<file path="src/hdl/gbts_pkg.sv">
package gbts_pkg;

    localparam int CAPACITY = 4096;
    localparam int ADDR_W   = $clog2(CAPACITY);
    localparam int PTR_W    = $clog2(CAPACITY + 1);

    localparam int MODE_W = 2;
    localparam int POS_W  = 13;
    localparam int CHAR_W = 8;
    localparam int STAT_W = 2;

    // common width for comparing a request position against a gap pointer
    localparam int CMP_W = (PTR_W > POS_W) ? PTR_W : POS_W;

    localparam logic [MODE_W-1:0] MODE_INSERT   = 2'd0;
    localparam logic [MODE_W-1:0] MODE_DEL_BACK = 2'd1;
    localparam logic [MODE_W-1:0] MODE_DEL_FWD  = 2'd2;
    localparam logic [MODE_W-1:0] MODE_READ     = 2'd3;

    localparam logic [STAT_W-1:0] STAT_OK       = 2'd0;
    localparam logic [STAT_W-1:0] STAT_FULL     = 2'd1;
    localparam logic [STAT_W-1:0] STAT_PAST_END = 2'd2;

    typedef struct packed {
        logic accept;
        logic step;
        logic edit;
        logic read;
        logic load_out;
    } t_cmd;

    typedef struct packed {
        logic is_read;
        logic at_target;
        logic out_free;
    } t_sts;

endpackage

</file>
<file path="src/hdl/gbts_ctrl.sv">
module gbts_ctrl (
    input  logic            i_clk,
    input  logic            i_rst_n,
    input  logic            i_req_valid,
    output logic            o_req_ready,
    input  gbts_pkg::t_sts  i_sts,
    output gbts_pkg::t_cmd  o_cmd
);

    localparam logic [2:0] S_IDLE = 3'd0;
    localparam logic [2:0] S_MOVE = 3'd1;
    localparam logic [2:0] S_EDIT = 3'd2;
    localparam logic [2:0] S_READ = 3'd3;
    localparam logic [2:0] S_DONE = 3'd4;

    logic [2:0] r_state;
    logic [2:0] n_state;

    assign o_req_ready = (r_state == S_IDLE);

    always_comb begin
        n_state        = r_state;
        o_cmd          = '0;
        o_cmd.accept   = i_req_valid && (r_state == S_IDLE);
        case (r_state)
            S_IDLE: begin
                if (o_cmd.accept) begin
                    n_state = i_sts.is_read ? S_READ : S_MOVE;
                end
            end
            S_MOVE: begin
                // one byte crosses the gap per cycle until it sits at the target
                o_cmd.step = !i_sts.at_target;
                if (i_sts.at_target) begin
                    n_state = S_EDIT;
                end
            end
            S_EDIT: begin
                o_cmd.edit = 1'b1;
                n_state    = S_DONE;
            end
            S_READ: begin
                o_cmd.read = 1'b1;
                n_state    = S_DONE;
            end
            S_DONE: begin
                o_cmd.load_out = i_sts.out_free;
                if (i_sts.out_free) begin
                    n_state = S_IDLE;
                end
            end
            default: begin
                n_state = S_IDLE;
            end
        endcase
    end

    always_ff @(posedge i_clk) begin
        if (!i_rst_n) begin
            r_state <= S_IDLE;
        end else begin
            r_state <= n_state;
        end
    end

endmodule

</file>
<file path="config.mk">
export PLATFORM = sky130hd
export DESIGN_NAME = gbts_ctrl
export DESIGN_NICKNAME = d
export VERILOG_FILES = /design/src/hdl/gbts_pkg.sv /design/src/hdl/gbts_ctrl.sv
export SDC_FILE = /design/constraint.sdc
export NUM_CORES = 1
export LEC_CHECK = 0
export BUFFER_PORTS_ARGS = -buffer_cell sky130_fd_sc_hd__buf_2
export CORE_AREA = 10 10 47 49
export DETAILED_ROUTE_END_ITERATION = 10
export DIE_AREA = 0 0 57 59
export GPL_TIMING_DRIVEN = 0
export PLACE_DENSITY_LB_ADDON = 0.2
export SYNTH_ARGS = -nofsm -noshare
export SYNTH_HDL_FRONTEND = slang
export SYNTH_SLANG_ARGS = --single-unit
export TNS_END_PERCENT = 20
</file>
<file path="constraint.sdc">
create_clock -name i_clk -period 1 [get_ports i_clk]
set_input_delay 0.2 -clock i_clk [delete_from_list [all_inputs] [get_ports i_clk]]
set_output_delay 0.2 -clock i_clk [all_outputs]
set_load 0.05 [all_outputs]
</file>
==> summary.txt <==
Timing
  • Setup violators final: 7
  • Min cycle time layout: 1320 ps
  • Unrepaired setup endpoints after global routing: yes
  • Layout Skew: 0.783 ps
  • Actual slew at the worst max-slew pin: 175 ps
  • Fmax: 0.756 GHz
  • Fin. max-slew vios: 0
  • Min Hold Slack: 233 ps
  • Final hold violations: 0
  • Worst slew margin: 0.883
  • Final worst setup slack: -323 ps
  • Final worst path period share: 1.32

Logic synthesis
  • Asr flop ratio synth: 0
  • Post-synthesis sequential area ratio: 0.277
  • Synth Flop Type: dfxtp_1
  • Syn Area/Cell: 8.66 sq um
  • Adder-Cell Fraction of Synth Area: 0
  • Largest family of logic cells by synthesized area: simple AND/OR/NAND/NOR gates
  • Xor and xnor area share after synthesis: 0
  • YS warnings: 0
  • Cell Area, Synth: 216 sq um
  • Flops & latches, synth: 3
  • Compound-Gate Fraction of Synth Area: 0.116
  • Simple logic cell fraction of the synthesized area: 0.486
  • Syn_nets: 31
  • Cells after Synth: 25
  • Post-synth EDFFs: 0
  • Synth unique cells: 14
  • Mux share of post-synthesis cell area: 0

Power and ir drop
  • Peak VDD IR: 0.000708 V
  • Leak Pwr: 0.194 nW
  • Pwr dens: 1550 mW/mm^2

Place
  • PortBufs: 11
  • Dpl cells: 52
  • Final HPWL DP: 578 um
  • Routability cong.: 0.755

Floorplan
  • Rows: 14
  • Die Wd: 57 um
  • Initial core utilization: 0.154
  • CORE AREA: 0.00140 sq mm
  • Die area: 0.00336 sq mm
  • Die height: 59 um
  • # IOs: 12

Critical path
  • Crit-path max cell delay: 300 ps
  • FF-to-FF setup slack: -120 ps
  • CP Launch Type: register
  • Worst Setup SP: r_state[0]$_SDFFE_PN0P_
  • Slowest cell on crit path: dfxtp_1
  • Critical path cell sequence: buf_6 > nand2b_4 > nor3_4 > buf_6
  • Worst EP arrival: 1120 ps
  • CP required: 800 ps
  • CP endpoint kind: output port
  • Worst Path Buf+Inv: 2
  • Most used cell, CP: buf_6
  • RR Startpoint: r_state[0]$_SDFFE_PN0P_
  • Critical path class: register to output port
  • Max FO, Critical Path: 8
  • CP delay by family, top: buffers and inverters

GRT
  • Vias in the first global route: 319
  • GRT Overall Usage: 0.0519
  • GR Overflow Total: 0
  • First-pass GRT wire length: 1390 um
  • Pin count of the biggest net entering global routing: 9
  • Initial antenna violation count: 0

Finish
  • Reg with most FFs: r_state
  • Largest regs: r_state x3
  • Layout cells sized above 1: 0.727
  • Synthesis-to-finish area growth: 114%
  • Leading cell type in the layout, fill and taps excluded: buf_6
  • Non-filler instance count after layout: 60
  • N_diodes: 0
  • Nets: 51
  • Most frequent cells in the layout: buf_6 (7), buf_2 (6), nor3_4 (4)
  • Largest register FFs: 3
  • Fillers: 159
  • Fin util: 0.331

Clock network
  • Total CTS buffers: 3
  • Max clock buf depth: 2
  • CTS tree: yes
  • Hold buffer count at cts: 0
  • Root Driver: clkbuf_4
  • Sink Count: 3
  • Clock transition at path regs: 40 ps
  • # H-tree levels: 1
  • Later-pin clock latency in the skew report: 230 ps

Routing
  • Via/cell ratio: 4.33
  • Initial DRC count: 7
  • Drt total wl: 781 um
  • DR pass1 iterations: 2
  • ANT nets after route: 0
  • Post-route DRC violation count: 0
  • Routed vias: 260
  • DR WL/cell: 13.0 um

Status
  • Status: complete, but fails checks
  • Failing checks: setup timing

Job
  • Max-cap violations: 0

Hold path
  • Worst Hold Class: primary input to register
  • Hold_sp: i_rst_n
==> where the power goes <==
| group | switching [mW] | leakage (nW) | total, mW | internal [mW] |
|---|---|---|---|---|
| Sequential | 0.0114 | 0.0254 | 0.145 | 0.133 |
| Combinational | 0.208 | 0.154 | 0.362 | 0.154 |
| Clock | 0.0616 | 0.0150 | 0.211 | 0.149 |
| Total | 0.281 | 0.194 | 0.718 | 0.437 |
==> logic make-up (layout without fill, tap and decap cells) <==
kind of cell	Yosys count	in the layout
flops	3	3
simple gates	15	15
compound gates	4	4
buf+inv	3	22
==> worst reg2reg max path, cell delays in order, from the launching register on <==
cell,delay (ps)
dfxtp_1,310
buf_6,150
buf_4,140
nor3_1,50
o311a_1,350
==> synth_stat cells (2+ instances only) <==
library cell  count  area (sq um)
nand2b_1          2          12.5
nor3_1            5          25.0
a21oi_1           3          15.0
dfxtp_1           3          60.1
nand2_1           2          7.51
buf_6             2          22.5
==> worst paths after layout <==
check                       endpoint  cells past startpoint
max                         o_cmd[4]                      4
min          r_state[2]$_SDFFE_PN0P_                      2
max reg2reg  r_state[2]$_SDFFE_PN0P_                      4
min reg2reg  r_state[0]$_SDFFE_PN0P_                      3
==> final cells by class <==
type	instances	area [sq um]	share of cell area
Multi-Input combinational cell	19	204	0.439
Timing Repair Buffer	15	124	0.267
Sequential cell	3	63.8	0.137
Clock buffer	4	26.3	0.0566
Buffer	2	22.5	0.0485
Tap cell	16	20.0	0.0431
Inverter	1	3.75	0.00809
==> timing repair <==
action                     CTS  global route
pin swaps                    2             1
buffers inserted             3             0
hold endpoints to repair     0             0
cloned                       1             0
setup endpoints to repair    7             8
resized for setup           15             1
==> stage by stage <==
| step | cell area [sq um] | TNS (ps) | setup WS (ps) | power [mW] |
|---|---|---|---|---|
| after floorplan | 277 | -1020 | -240 | 0.380 |
| after detailed placement | 352 | -1110 | -232 | 0.438 |
| final | 464 | -1750 | -323 | 0.718 |
| after global routing | 464 | -2130 | -379 | 0.771 |
| after CTS | 462 | -1850 | -333 | 0.725 |
| after global placement | 352 | -1080 | -228 | 0.432 |
==> layer usage <==
layer  GRT usage  share of wire  vias to the layer above  wire length [um]
met5           0              0                        -                 0
met1      0.0477           0.32                      122               252
met2      0.0884           0.58                        9               453
met4      0.0302              0                        0                 0
li1            -              -                      129                 -
met3      0.0300          0.096                        0                75
Note: power is estimated with default switching activity, not from simulation.
